===== config.mk =====
export PLATFORM = sky130hd
export DESIGN_NAME = software_timer_slot_table_flat
export DESIGN_NICKNAME = d
export VERILOG_FILES = /design/src/hw/rtl/stst_pkg.sv /design/src/hw/rtl/stst_ifs.sv /design/src/hw/rtl/stst_front.sv /design/src/hw/rtl/stst_queue.sv /design/src/hw/rtl/stst_mul.sv /design/src/hw/rtl/stst_back.sv /design/src/hw/rtl/software_timer_slot_table.sv /design/src/flat_wrapper.sv
export SDC_FILE = /design/constraint.sdc
export NUM_CORES = 2
export LEC_CHECK = 0
export ABC_AREA = 1
export BUFFER_PORTS_ARGS = -buffer_cell sky130_fd_sc_hd__buf_2
export CORE_UTILIZATION = 40
export CTS_CLUSTER_DIAMETER = 200
export DETAILED_ROUTE_END_ITERATION = 8
export MAX_ROUTING_LAYER = met4
export PLACE_DENSITY = 0.63
export RECOVER_POWER = 25
export SLEW_MARGIN = 20
export SYNTH_ARGS = -nofsm -noshare
export SYNTH_HDL_FRONTEND = slang
export SYNTH_HIERARCHICAL = 1
export SYNTH_SLANG_ARGS = --single-unit

===== constraint.sdc =====
create_clock -name clk -period 9.7 [get_ports clk]
set_input_delay 0.97 -clock clk [delete_from_list [all_inputs] [get_ports clk]]
set_output_delay 0.97 -clock clk [all_outputs]
set_load 0.02 [all_outputs]

===== src/hw/rtl/stst_pkg.sv =====
// ----------------------------------------------------------------------------
// Timer slot table package
// Sizes, codes and shared types of the timer slot table.
// ----------------------------------------------------------------------------
package stst_pkg;

  localparam int SLOT_COUNT  = 16;
  localparam int IDX_W       = (SLOT_COUNT > 1) ? $clog2(SLOT_COUNT) : 1;
  localparam int TOKEN_W     = 16;
  localparam int PERIOD_W    = 32;
  localparam int INTERVAL_W  = 32;
  localparam int TIME_W      = 64;
  localparam int SLOT_W      = 4;
  localparam int KIND_W      = 2;
  localparam int OPC_W       = 2;
  localparam int MODE_W      = 2;
  localparam int QUEUE_DEPTH = 2;
  localparam int QPTR_W      = (QUEUE_DEPTH > 1) ? $clog2(QUEUE_DEPTH) : 1;
  localparam int QCNT_W      = $clog2(QUEUE_DEPTH + 1);
  localparam int MUL_CNT_W   = $clog2(INTERVAL_W);

  // input opcodes
  localparam logic [OPC_W-1:0] OPC_TICK  = 2'd0;
  localparam logic [OPC_W-1:0] OPC_REG   = 2'd1;
  localparam logic [OPC_W-1:0] OPC_UNREG = 2'd2;

  // trigger modes
  localparam logic [MODE_W-1:0] MODE_EVERY    = 2'd0;
  localparam logic [MODE_W-1:0] MODE_PERIODIC = 2'd1;
  localparam logic [MODE_W-1:0] MODE_ONESHOT  = 2'd2;

  // result kinds
  localparam logic [KIND_W-1:0] KIND_STATUS = 2'd0;
  localparam logic [KIND_W-1:0] KIND_FIRE   = 2'd1;
  localparam logic [KIND_W-1:0] KIND_DONE   = 2'd2;

  typedef enum logic [1:0] {
    CMD_TICK,
    CMD_REG,
    CMD_UNREG
  } cmd_op_t;

  typedef enum logic [2:0] {
    BK_IDLE,
    BK_REG,
    BK_UNREG,
    BK_FAIL,
    BK_TICK,
    BK_DONE
  } bk_state_t;

  typedef struct packed {
    cmd_op_t               op;
    logic [TOKEN_W-1:0]    cb;
    logic [TOKEN_W-1:0]    arg;
    logic [MODE_W-1:0]     mode;
    logic [PERIOD_W-1:0]   period;
    logic                  ctx;
    logic                  no_cb;
  } cmd_t;

  typedef struct packed {
    logic [TOKEN_W-1:0]    cb;
    logic [TOKEN_W-1:0]    arg;
    logic [MODE_W-1:0]     mode;
    logic [PERIOD_W-1:0]   period;
    logic [TIME_W-1:0]     last_fire;
  } slot_ent_t;

  typedef struct packed {
    logic [KIND_W-1:0]     kind;
    logic                  ok;
    logic [SLOT_W-1:0]     slot;
    logic [TOKEN_W-1:0]    cb;
    logic [TOKEN_W-1:0]    arg;
    logic                  last;
  } res_t;

  typedef struct packed {
    logic busy;   // running or product valid
    logic done;   // product valid this cycle
  } mul_stat_t;

endpackage


===== src/hw/rtl/stst_ifs.sv =====
// ----------------------------------------------------------------------------
// Timer slot table channels
// Valid/ready channel interfaces for input items, results and configuration.
// ----------------------------------------------------------------------------
interface stst_in_if;
  import stst_pkg::*;
  logic                 valid;
  logic                 ready;
  logic [OPC_W-1:0]     opcode;
  logic [TOKEN_W-1:0]   callback_id;
  logic [TOKEN_W-1:0]   arg_id;
  logic [MODE_W-1:0]    trigger_mode;
  logic [PERIOD_W-1:0]  period_us;
  logic                 has_context;

  modport source (output valid, opcode, callback_id, arg_id, trigger_mode,
                  period_us, has_context, input ready);
  modport sink   (input valid, opcode, callback_id, arg_id, trigger_mode,
                  period_us, has_context, output ready);
endinterface

interface stst_out_if;
  import stst_pkg::*;
  logic                 valid;
  logic                 ready;
  logic [KIND_W-1:0]    kind;
  logic                 ok;
  logic [SLOT_W-1:0]    slot;
  logic [TOKEN_W-1:0]   fire_callback_id;
  logic [TOKEN_W-1:0]   fire_arg_id;
  logic                 last;

  modport source (output valid, kind, ok, slot, fire_callback_id, fire_arg_id,
                  last, input ready);
  modport sink   (input valid, kind, ok, slot, fire_callback_id, fire_arg_id,
                  last, output ready);
endinterface

interface stst_cfg_if;
  import stst_pkg::*;
  logic                   valid;
  logic                   ready;
  logic [INTERVAL_W-1:0]  tick_interval_us;

  modport source (output valid, tick_interval_us, input ready);
  modport sink   (input valid, tick_interval_us, output ready);
endinterface


===== src/hw/rtl/stst_front.sv =====
// ----------------------------------------------------------------------------
// Timer slot table front end
// Accepts input items, decodes them into commands, drops unused opcodes.
// ----------------------------------------------------------------------------
module stst_front (
  stst_in_if.sink        in_ch,
  input  logic           q_full,
  output logic           push,
  output stst_pkg::cmd_t push_cmd
);
  import stst_pkg::*;

  logic known;

  assign in_ch.ready = !q_full;

  always_comb begin
    known           = 1'b1;
    push_cmd.op     = CMD_TICK;
    push_cmd.cb     = in_ch.callback_id;
    push_cmd.arg    = in_ch.arg_id;
    push_cmd.mode   = in_ch.trigger_mode;
    push_cmd.period = in_ch.period_us;
    push_cmd.ctx    = in_ch.has_context;
    push_cmd.no_cb  = (in_ch.callback_id == '0);
    case (in_ch.opcode)
      OPC_TICK:  push_cmd.op = CMD_TICK;
      OPC_REG:   push_cmd.op = CMD_REG;
      OPC_UNREG: push_cmd.op = CMD_UNREG;
      default:   known = 1'b0;   // reserved opcode: taken and dropped
    endcase
  end

  assign push = in_ch.valid && !q_full && known;

endmodule


===== src/hw/rtl/stst_queue.sv =====
// ----------------------------------------------------------------------------
// Timer slot table command queue
// Short FIFO of decoded commands between front end and slot engine.
// ----------------------------------------------------------------------------
module stst_queue (
  input  logic           clk,
  input  logic           rst_n,
  input  logic           push,
  input  stst_pkg::cmd_t push_cmd,
  output logic           full,
  input  logic           pop,
  output logic           q_valid,
  output stst_pkg::cmd_t head
);
  import stst_pkg::*;

  cmd_t              store_r [QUEUE_DEPTH];
  logic [QPTR_W-1:0] wr_ptr_r, wr_ptr_nxt;
  logic [QPTR_W-1:0] rd_ptr_r, rd_ptr_nxt;
  logic [QCNT_W-1:0] cnt_r, cnt_nxt;
  logic              do_pop;

  function automatic logic [QPTR_W-1:0] ptr_inc(input logic [QPTR_W-1:0] p);
    if (p == QPTR_W'(QUEUE_DEPTH - 1)) begin
      return '0;
    end
    return p + 1'b1;
  endfunction

  assign full    = (cnt_r == QCNT_W'(QUEUE_DEPTH));
  assign q_valid = (cnt_r != '0);
  assign head    = store_r[rd_ptr_r];
  assign do_pop  = pop && q_valid;

  always_comb begin
    wr_ptr_nxt = push   ? ptr_inc(wr_ptr_r) : wr_ptr_r;
    rd_ptr_nxt = do_pop ? ptr_inc(rd_ptr_r) : rd_ptr_r;
    cnt_nxt    = cnt_r;
    if (push && !do_pop) begin
      cnt_nxt = cnt_r + 1'b1;
    end else if (!push && do_pop) begin
      cnt_nxt = cnt_r - 1'b1;
    end
  end

  always_ff @(posedge clk) begin
    if (!rst_n) begin
      wr_ptr_r <= '0;
      rd_ptr_r <= '0;
      cnt_r    <= '0;
    end else begin
      wr_ptr_r <= wr_ptr_nxt;
      rd_ptr_r <= rd_ptr_nxt;
      cnt_r    <= cnt_nxt;
    end
  end

  always_ff @(posedge clk) begin
    if (push) begin
      store_r[wr_ptr_r] <= push_cmd;
    end
  end

endmodule


===== src/hw/rtl/stst_mul.sv =====
// ----------------------------------------------------------------------------
// Timer slot table time multiplier
// Shift-add product of tick count and tick interval, modulo 2^64.
// ----------------------------------------------------------------------------
module stst_mul (
  input  logic                            clk,
  input  logic                            rst_n,
  input  logic                            start,
  input  logic [stst_pkg::TIME_W-1:0]     a,
  input  logic [stst_pkg::INTERVAL_W-1:0] b,
  output stst_pkg::mul_stat_t             stat,
  output logic [stst_pkg::TIME_W-1:0]     prod
);
  import stst_pkg::*;

  logic [TIME_W-1:0]     acc_r, acc_nxt;
  logic [TIME_W-1:0]     a_r, a_nxt;
  logic [INTERVAL_W-1:0] b_r, b_nxt;
  logic [MUL_CNT_W-1:0]  cnt_r, cnt_nxt;
  logic                  busy_r, busy_nxt;
  logic                  done_r, done_nxt;

  always_comb begin
    acc_nxt  = acc_r;
    a_nxt    = a_r;
    b_nxt    = b_r;
    cnt_nxt  = cnt_r;
    busy_nxt = busy_r;
    done_nxt = 1'b0;
    if (start) begin
      acc_nxt  = '0;
      a_nxt    = a;
      b_nxt    = b;
      cnt_nxt  = '0;
      busy_nxt = 1'b1;
    end else if (busy_r) begin
      // one multiplier bit per cycle
      if (b_r[0]) begin
        acc_nxt = acc_r + a_r;
      end
      a_nxt   = a_r << 1;
      b_nxt   = b_r >> 1;
      cnt_nxt = cnt_r + 1'b1;
      if (cnt_r == MUL_CNT_W'(INTERVAL_W - 1)) begin
        busy_nxt = 1'b0;
        done_nxt = 1'b1;
      end
    end
  end

  always_ff @(posedge clk) begin
    if (!rst_n) begin
      busy_r <= 1'b0;
      done_r <= 1'b0;
      cnt_r  <= '0;
    end else begin
      busy_r <= busy_nxt;
      done_r <= done_nxt;
      cnt_r  <= cnt_nxt;
    end
  end

  always_ff @(posedge clk) begin
    acc_r <= acc_nxt;
    a_r   <= a_nxt;
    b_r   <= b_nxt;
  end

  assign stat.busy = busy_r || done_r;
  assign stat.done = done_r;
  assign prod      = acc_r;

endmodule


===== src/hw/rtl/stst_back.sv =====
// ----------------------------------------------------------------------------
// Timer slot table engine
// Executes commands against the slot memory and drives the result register.
// ----------------------------------------------------------------------------
module stst_back (
  input  logic                            clk,
  input  logic                            rst_n,
  input  logic                            q_valid,
  input  stst_pkg::cmd_t                  head,
  output logic                            pop,
  input  logic                            cfg_wr,
  input  logic [stst_pkg::INTERVAL_W-1:0] cfg_data,
  output logic                            mul_start,
  output logic [stst_pkg::TIME_W-1:0]     mul_a,
  input  stst_pkg::mul_stat_t             mul_stat,
  input  logic [stst_pkg::TIME_W-1:0]     mul_prod,
  output logic                            out_valid,
  input  logic                            out_ready,
  output stst_pkg::res_t                  out_res
);
  import stst_pkg::*;

  bk_state_t             state_r, state_nxt;
  cmd_t                  cmd_r, cmd_nxt;
  logic [IDX_W-1:0]      idx_r, idx_nxt;
  logic [SLOT_COUNT-1:0] valid_r, valid_nxt;
  logic [TIME_W-1:0]     tick_total_r, tick_total_nxt;
  logic [TIME_W-1:0]     now_r, now_nxt;
  logic [INTERVAL_W-1:0] interval_r;
  logic                  out_vld_r, out_vld_nxt;
  res_t                  out_res_r, out_res_nxt;

  slot_ent_t             slot_mem [SLOT_COUNT];
  slot_ent_t             rd_ent_r;
  logic                  wr_en;
  logic [IDX_W-1:0]      wr_idx;
  slot_ent_t             wr_ent;

  logic                  emit;
  res_t                  res;
  logic [IDX_W-1:0]      free_idx;
  logic                  full;
  logic                  cur_valid;
  logic                  match;
  logic                  due;
  logic                  fire;
  logic                  space;
  logic                  last_idx;

  function automatic logic [IDX_W-1:0] idx_inc(input logic [IDX_W-1:0] i);
    if (i == IDX_W'(SLOT_COUNT - 1)) begin
      return '0;
    end
    return i + 1'b1;
  endfunction

  // lowest free slot
  always_comb begin
    free_idx = '0;
    for (int i = SLOT_COUNT - 1; i >= 0; i--) begin
      if (!valid_r[i]) begin
        free_idx = IDX_W'(i);
      end
    end
  end

  assign full      = &valid_r;
  assign cur_valid = valid_r[idx_r];
  assign match     = cur_valid && (rd_ent_r.cb == cmd_r.cb) && (rd_ent_r.arg == cmd_r.arg);
  assign due       = (now_r - rd_ent_r.last_fire) >= TIME_W'(rd_ent_r.period);
  assign fire      = cur_valid && ((rd_ent_r.mode == MODE_EVERY) ||
                     ((rd_ent_r.mode inside {MODE_PERIODIC, MODE_ONESHOT}) && due));
  assign space     = !out_vld_r || out_ready;
  assign last_idx  = (idx_r == IDX_W'(SLOT_COUNT - 1));
  assign pop       = (state_r == BK_IDLE) && q_valid && !mul_stat.busy;

  assign mul_start = cfg_wr;
  assign mul_a     = tick_total_r;

  // next state
  always_comb begin
    state_nxt = state_r;
    case (state_r)
      BK_IDLE: begin
        if (pop) begin
          case (head.op)
            CMD_REG:   state_nxt = BK_REG;
            CMD_UNREG: state_nxt = head.no_cb ? BK_FAIL : BK_UNREG;
            CMD_TICK:  state_nxt = head.ctx ? BK_TICK : BK_DONE;
            default:   state_nxt = BK_IDLE;
          endcase
        end
      end
      BK_REG: begin
        if (space) state_nxt = BK_IDLE;
      end
      BK_UNREG: begin
        if (match) begin
          if (space) state_nxt = BK_IDLE;
        end else if (last_idx) begin
          state_nxt = BK_FAIL;
        end
      end
      BK_FAIL: begin
        if (space) state_nxt = BK_IDLE;
      end
      BK_TICK: begin
        if ((!fire || space) && last_idx) state_nxt = BK_DONE;
      end
      BK_DONE: begin
        if (space) state_nxt = BK_IDLE;
      end
      default: state_nxt = BK_IDLE;
    endcase
  end

  // datapath and result
  always_comb begin
    cmd_nxt        = cmd_r;
    idx_nxt        = idx_r;
    valid_nxt      = valid_r;
    tick_total_nxt = tick_total_r;
    now_nxt        = mul_stat.done ? mul_prod : now_r;
    wr_en          = 1'b0;
    wr_idx         = idx_r;
    wr_ent         = rd_ent_r;
    emit           = 1'b0;
    res.kind       = KIND_STATUS;
    res.ok         = 1'b0;
    res.slot       = '0;
    res.cb         = cmd_r.cb;
    res.arg        = cmd_r.arg;
    res.last       = 1'b1;
    case (state_r)
      BK_IDLE: begin
        idx_nxt = '0;
        if (pop) begin
          cmd_nxt = head;
          if (head.op == CMD_TICK) begin
            tick_total_nxt = tick_total_r + 1'b1;
            now_nxt        = now_r + TIME_W'(interval_r);
          end
        end
      end
      BK_REG: begin
        if (space) begin
          emit = 1'b1;
          if (!full && !cmd_r.no_cb) begin
            wr_en            = 1'b1;
            wr_idx           = free_idx;
            wr_ent.cb        = cmd_r.cb;
            wr_ent.arg       = cmd_r.arg;
            wr_ent.mode      = cmd_r.mode;
            wr_ent.period    = (cmd_r.mode == MODE_EVERY) ? interval_r : cmd_r.period;
            wr_ent.last_fire = now_r;
            valid_nxt[free_idx] = 1'b1;
            res.ok           = 1'b1;
            res.slot         = SLOT_W'(free_idx);
          end
        end
      end
      BK_UNREG: begin
        if (match) begin
          if (space) begin
            emit             = 1'b1;
            res.ok           = 1'b1;
            res.slot         = SLOT_W'(idx_r);
            valid_nxt[idx_r] = 1'b0;
          end
        end else begin
          idx_nxt = idx_inc(idx_r);
        end
      end
      BK_FAIL: begin
        emit = space;
      end
      BK_TICK: begin
        if (fire) begin
          if (space) begin
            emit     = 1'b1;
            res.kind = KIND_FIRE;
            res.ok   = 1'b1;
            res.slot = SLOT_W'(idx_r);
            res.cb   = rd_ent_r.cb;
            res.arg  = rd_ent_r.arg;
            res.last = 1'b0;
            if (rd_ent_r.mode == MODE_PERIODIC) begin
              wr_en            = 1'b1;
              wr_ent.last_fire = now_r;
            end else if (rd_ent_r.mode == MODE_ONESHOT) begin
              valid_nxt[idx_r] = 1'b0;
            end
            idx_nxt = idx_inc(idx_r);
          end
        end else begin
          idx_nxt = idx_inc(idx_r);
        end
      end
      BK_DONE: begin
        emit     = space;
        res.kind = KIND_DONE;
        res.ok   = 1'b1;
        res.cb   = '0;
        res.arg  = '0;
      end
      default: begin
        idx_nxt = '0;
      end
    endcase
    out_vld_nxt = emit || (out_vld_r && !out_ready);
    out_res_nxt = emit ? res : out_res_r;
  end

  always_ff @(posedge clk) begin
    if (!rst_n) begin
      state_r      <= BK_IDLE;
      idx_r        <= '0;
      valid_r      <= '0;
      tick_total_r <= '0;
      now_r        <= '0;
      interval_r   <= '0;
      out_vld_r    <= 1'b0;
    end else begin
      state_r      <= state_nxt;
      idx_r        <= idx_nxt;
      valid_r      <= valid_nxt;
      tick_total_r <= tick_total_nxt;
      now_r        <= now_nxt;
      out_vld_r    <= out_vld_nxt;
      if (cfg_wr) begin
        interval_r <= cfg_data;
      end
    end
  end

  always_ff @(posedge clk) begin
    cmd_r     <= cmd_nxt;
    out_res_r <= out_res_nxt;
  end

  // slot memory: one write port, read one slot ahead of the walk index
  always_ff @(posedge clk) begin
    if (wr_en) begin
      slot_mem[wr_idx] <= wr_ent;
    end
    rd_ent_r <= slot_mem[idx_nxt];
  end

  assign out_valid = out_vld_r;
  assign out_res   = out_res_r;

endmodule


===== src/hw/rtl/software_timer_slot_table.sv =====
// ----------------------------------------------------------------------------
// Software timer slot table
// Timer slot table with register, unregister and tick commands; ticks with
// context fire due slots in slot order, and every tick ends with a done item.
// ----------------------------------------------------------------------------
//
//  channel | dir | handshake   | payload
//  --------+-----+-------------+------------------------------------------------
//  in_ch   | in  | valid/ready | opcode, callback_id, arg_id, trigger_mode,
//          |     |             | period_us, has_context
//  out_ch  | out | valid/ready | kind, ok, slot, fire_callback_id, fire_arg_id,
//          |     |             | last
//  cfg_ch  | in  | valid/ready | tick_interval_us (always ready)
//
//  An item is registered in the command queue, then the engine takes it.
//  Unregister walks the slots for a match, one slot memory read per cycle.
//  Tick with context: walk of all slots, one per cycle unless a firing slot
//  waits on a stalled result register, then done.
//  A configuration write starts a shift-add recompute of the current
//  time (tick count times interval); queued items wait for it.
//  Reset clears the valid bits, counters and interval at once; slot memory
//  contents are only read behind a valid bit, so no clearing pass.
//  A stalled result register holds the engine; the queue keeps taking items
//  until it is full.
//
module software_timer_slot_table (
  input  logic      clk,
  input  logic      rst_n,
  stst_in_if.sink   in_ch,
  stst_out_if.source out_ch,
  stst_cfg_if.sink  cfg_ch
);
  import stst_pkg::*;

  logic              push;
  cmd_t              push_cmd;
  logic              q_full;
  logic              pop;
  logic              q_valid;
  cmd_t              head;
  logic              cfg_wr;
  logic              mul_start;
  logic [TIME_W-1:0] mul_a;
  mul_stat_t         mul_stat;
  logic [TIME_W-1:0] mul_prod;
  res_t              out_res;

  // configuration is always taken; the engine restarts the time product
  assign cfg_ch.ready = 1'b1;
  assign cfg_wr       = cfg_ch.valid;

  // front end: decode and enqueue
  stst_front u_front (
    .in_ch    (in_ch),
    .q_full   (q_full),
    .push     (push),
    .push_cmd (push_cmd)
  );

  // decouples the front end from the slot walk
  stst_queue u_queue (
    .clk      (clk),
    .rst_n    (rst_n),
    .push     (push),
    .push_cmd (push_cmd),
    .full     (q_full),
    .pop      (pop),
    .q_valid  (q_valid),
    .head     (head)
  );

  // time = tick count * interval after an interval change
  stst_mul u_mul (
    .clk   (clk),
    .rst_n (rst_n),
    .start (mul_start),
    .a     (mul_a),
    .b     (cfg_ch.tick_interval_us),
    .stat  (mul_stat),
    .prod  (mul_prod)
  );

  // slot engine with result register
  stst_back u_back (
    .clk       (clk),
    .rst_n     (rst_n),
    .q_valid   (q_valid),
    .head      (head),
    .pop       (pop),
    .cfg_wr    (cfg_wr),
    .cfg_data  (cfg_ch.tick_interval_us),
    .mul_start (mul_start),
    .mul_a     (mul_a),
    .mul_stat  (mul_stat),
    .mul_prod  (mul_prod),
    .out_valid (out_ch.valid),
    .out_ready (out_ch.ready),
    .out_res   (out_res)
  );

  assign out_ch.kind             = out_res.kind;
  assign out_ch.ok               = out_res.ok;
  assign out_ch.slot             = out_res.slot;
  assign out_ch.fire_callback_id = out_res.cb;
  assign out_ch.fire_arg_id      = out_res.arg;
  assign out_ch.last             = out_res.last;

endmodule


===== src/flat_wrapper.sv =====
// flat-port wrapper written by rule: the top's interface ports become plain ports
module software_timer_slot_table_flat import stst_pkg::*;
  (clk, rst_n, in_ch_valid, in_ch_opcode, in_ch_callback_id, in_ch_arg_id, in_ch_trigger_mode, in_ch_period_us, in_ch_has_context, in_ch_ready, out_ch_valid, out_ch_kind, out_ch_ok, out_ch_slot, out_ch_fire_callback_id, out_ch_fire_arg_id, out_ch_last, out_ch_ready, cfg_ch_valid, cfg_ch_tick_interval_us, cfg_ch_ready);
  stst_in_if in_ch_i ();
  stst_out_if out_ch_i ();
  stst_cfg_if cfg_ch_i ();
  input  logic clk;
  input  logic rst_n;
  input wire logic [$bits(in_ch_i.valid)-1:0] in_ch_valid;
  input wire logic [$bits(in_ch_i.opcode)-1:0] in_ch_opcode;
  input wire logic [$bits(in_ch_i.callback_id)-1:0] in_ch_callback_id;
  input wire logic [$bits(in_ch_i.arg_id)-1:0] in_ch_arg_id;
  input wire logic [$bits(in_ch_i.trigger_mode)-1:0] in_ch_trigger_mode;
  input wire logic [$bits(in_ch_i.period_us)-1:0] in_ch_period_us;
  input wire logic [$bits(in_ch_i.has_context)-1:0] in_ch_has_context;
  output wire logic [$bits(in_ch_i.ready)-1:0] in_ch_ready;
  output wire logic [$bits(out_ch_i.valid)-1:0] out_ch_valid;
  output wire logic [$bits(out_ch_i.kind)-1:0] out_ch_kind;
  output wire logic [$bits(out_ch_i.ok)-1:0] out_ch_ok;
  output wire logic [$bits(out_ch_i.slot)-1:0] out_ch_slot;
  output wire logic [$bits(out_ch_i.fire_callback_id)-1:0] out_ch_fire_callback_id;
  output wire logic [$bits(out_ch_i.fire_arg_id)-1:0] out_ch_fire_arg_id;
  output wire logic [$bits(out_ch_i.last)-1:0] out_ch_last;
  input wire logic [$bits(out_ch_i.ready)-1:0] out_ch_ready;
  input wire logic [$bits(cfg_ch_i.valid)-1:0] cfg_ch_valid;
  input wire logic [$bits(cfg_ch_i.tick_interval_us)-1:0] cfg_ch_tick_interval_us;
  output wire logic [$bits(cfg_ch_i.ready)-1:0] cfg_ch_ready;
  assign in_ch_i.valid = in_ch_valid;
  assign in_ch_i.opcode = in_ch_opcode;
  assign in_ch_i.callback_id = in_ch_callback_id;
  assign in_ch_i.arg_id = in_ch_arg_id;
  assign in_ch_i.trigger_mode = in_ch_trigger_mode;
  assign in_ch_i.period_us = in_ch_period_us;
  assign in_ch_i.has_context = in_ch_has_context;
  assign in_ch_ready = in_ch_i.ready;
  assign out_ch_valid = out_ch_i.valid;
  assign out_ch_kind = out_ch_i.kind;
  assign out_ch_ok = out_ch_i.ok;
  assign out_ch_slot = out_ch_i.slot;
  assign out_ch_fire_callback_id = out_ch_i.fire_callback_id;
  assign out_ch_fire_arg_id = out_ch_i.fire_arg_id;
  assign out_ch_last = out_ch_i.last;
  assign out_ch_i.ready = out_ch_ready;
  assign cfg_ch_i.valid = cfg_ch_valid;
  assign cfg_ch_i.tick_interval_us = cfg_ch_tick_interval_us;
  assign cfg_ch_ready = cfg_ch_i.ready;
  software_timer_slot_table u_core (.clk(clk), .rst_n(rst_n), .in_ch(in_ch_i), .out_ch(out_ch_i), .cfg_ch(cfg_ch_i));
endmodule

==> impl_metrics.toml <==
[run_status]
outcome = "complete, but fails checks"
failed_checks = "max-capacitance violations, max-slew violations"

[sta]
finClkSkew_ps = 87.6
fin_ws_ps = 1780
tightest_slew_ps = 4220
final-hold-violation-count = 0
layout_min_cycle_time_ps = 7920
fin_crit_sh = 0.816
tns_ps = 0
max-slew-margin-rel = -1.82
rsz0062_at_grt = "no"
finalSetupViolCount = 0
timing.fmax_ghz = 0.126
slew_violations = 821

[cts]
post-cts-setup-buffer-count = 0
ctsHoldBuffers = 0
cts_tree = "done"
cts_resized = 0
htreeDepth = 5
path_clk_slew_ps = 60
cts_inserted_buffers = 299
cts_num_sinks = 2813
clockBufferDepth = 4
clk_latency_ps = 910
cts-root-buf = "clkbuf_16"

[worst_setup_path]
cp-end-kind = "flip-flop"
critical_path_buf_inv_count = 4
cp_max_fo = 84
crit_slowest_cell = "clkbuf_1"
ff2ff_setup_slack_ps = 1920
start_kind = "input port"
arrival_ps = 8420
cpMostUsedCell = "clkbuf_1"
crit_required_ps = 10200
cp_top_family = "buffers and inverters"
setup.worst_path.class = "input port to flip-flop"
cp-startpoint = "cfg_ch_valid"
cp_slowest_stage_delay_ps = 3040
worstPathCellList = "clkbuf_1 > clkbuf_1 > nor2_1 > inv_4 > buf_4"
worstReg2RegStart = "u_core/u_mul/done_r"

[finish]
finalNetCount = 15100
area_growth_pct = 10.2
drive_above_1_share = 0.0549
fillers = 32600
postLayoutCoreUtil = 0.443
layout_common_cells = "nand2_1, inv_1, nand3_1"
final_common_cell = "nand2_1"

[global_routing]
grt_pass1_vias = 95700
grt_overflow = 0
grt_max_degree = 206
antenna_found_initial = 17
grt_pass1_wl_um = 630000
grt_usage = 0.247

[routing]
drt_wl_total_um = 429000
first_pass_iters = 9
dr_total_vias = 104000
dr.first_iter.drc_count = 12200
detail-route-antenna-nets = 0
routedWlPerCell_um = 21.9
viasPerCell = 5.33
drc = 0

[flow_run]
max_cap_viol_count = 18

[synth]
synth_top_area_frac = 0.528
yosysUniqueCellTypes = 71
syn_area_per_cell_um2 = 9.25
synth_edf_count = 2423
yosys_warnings = 6
synth_seq_area_share = 0.584
syn_area_um2 = 138000
synth_top_cell_by_area = "edfxtp_1"
synth_cells = 14900
synthTopCellsByArea = "edfxtp_1, nand3_1, nand2_1, inv_1, dfxtp_1"
ys_seq_elements = 2813
ys.flop_type = "edfxtp_1"
synthArstFlopShare = 0
syn-num-nets = 15200

[pwr]
power_uw = 43600
ir_drop_v = 0.000311
power_density_nw_per_um2 = 287
p_leak_uw = 0.0637

[hold_path]
hold_path_class = "input port to flip-flop"
min_from = "in_ch_arg_id[6]"

[floorplanning]
dieArea_um2 = 347000
rows = 215
die_height_um = 589
die_x_um = 589
coreArea_um2 = 343000
start_util = 0.402
num_io_pins = 149

[place]
io_buffers = 147
gp_congestion = 1.03
place_ws_ps = 2670
dpl.hpwl_um = 262000
==> per-layer routing <==
layer	GRT usage	wire, um	vias up
met1	0.341	184000	50300
li1	-	-	48900
met5	-	0	-
met3	0.0361	37000	707
met2	0.375	193000	4582
met4	0.0782	14800	0
==> synthesized netlist by cell type (13+ instances only) <==
| master | number |
|---|---|
| nand2_1 | 3171 |
| inv_1 | 2755 |
| nand3_1 | 2553 |
| edfxtp_1 | 2423 |
| nor2_1 | 545 |
| nand3b_1 | 535 |
| o21ai_0 | 443 |
| dfxtp_1 | 390 |
| a21oi_1 | 389 |
| buf_2 | 325 |
| clkbuf_1 | 290 |
| ha_1 | 201 |
| nor3_1 | 94 |
| buf_4 | 91 |
| xor2_1 | 73 |
| mux2_4 | 70 |
| buf_1 | 60 |
| nand4_1 | 59 |
| a22oi_1 | 43 |
| o211ai_1 | 39 |
| o221ai_1 | 38 |
| nor4_1 | 37 |
| xnor2_1 | 28 |
| nor2_2 | 25 |
| nand2_2 | 23 |
| a31oi_1 | 22 |
| inv_2 | 21 |
| nand3_2 | 14 |
| o22ai_1 | 13 |
| or2_2 | 13 |
==> cells by family after synthesis <==
family / after synthesis / synth area share
AND/OR/NAND/NOR: 7101 / 0.237
buffers and inverters: 3568 / 0.104
flip-flops: 2813 / 0.584
AO/OA/AOI/OAI: 1053 / 0.0424
adder cells (fa/ha/maj): 204 / 0.0187
XOR/XNOR: 101 / 0.00641
multiplexers: 70 / 0.00762
other: 1 / 0.0000272
==> registers in the layout, indices dropped and copies added (netlist names), 40 cells and up, named ones only <==
signal	count
u_core/u_back/now_r	64
u_core/u_queue/store_r	140
u_core/u_back/mul_a	64
u_core/u_back/slot_mem	2080
u_core/u_back/out_res	40
u_core/u_back/rd_ent_r	130
u_core/u_back/cmd_r	67
u_core/u_mul/a_r	64
u_core/u_mul/prod	64
==> where the power goes <==
group	switching [uW]	internal (uW)
combinational	11500	4090
sequential	755	16100
clock	4780	6430
==> area by class of cell <==
class / count / area, um2 / share of cell area
flip-flops and latches: 2813 / 80600 / 0.530
multi-input cells: 8530 / 43100 / 0.284
inverters: 2784 / 10500 / 0.0691
clock buffers: 418 / 8390 / 0.0552
well taps: 4557 / 5700 / 0.0375
repair buffers: 362 / 2580 / 0.0170
clock inverters: 124 / 1040 / 0.00683
diodes: 10 / 25.0 / 0.000165
==> final timing paths <==
check                                   to  depth (start not counted)
max                   u_core/u_mul/a_r[62]                          5
min          u_core/u_queue/store_r[0][42]                          1
max reg2reg        u_core/u_back/now_r[12]                         13
min reg2reg          u_core/u_mul/cnt_r[3]                          1
==> per-stage QoR <==
| stage | std cells | area [um2] | hold WS, ps |
|---|---|---|---|
| 2_1_floorplan | 14900 | 138000 | 422 |
| 3_5_place_dp | 19000 | 143000 | 437 |
| 5_1_grt | 19600 | 152000 | 230 |
| 6_report | 19600 | 152000 | 247 |
| 3_3_place_gp | 19000 | 143000 | 439 |
| 4_1_cts | 19600 | 152000 | 196 |
(Power assumes the default switching activity.)
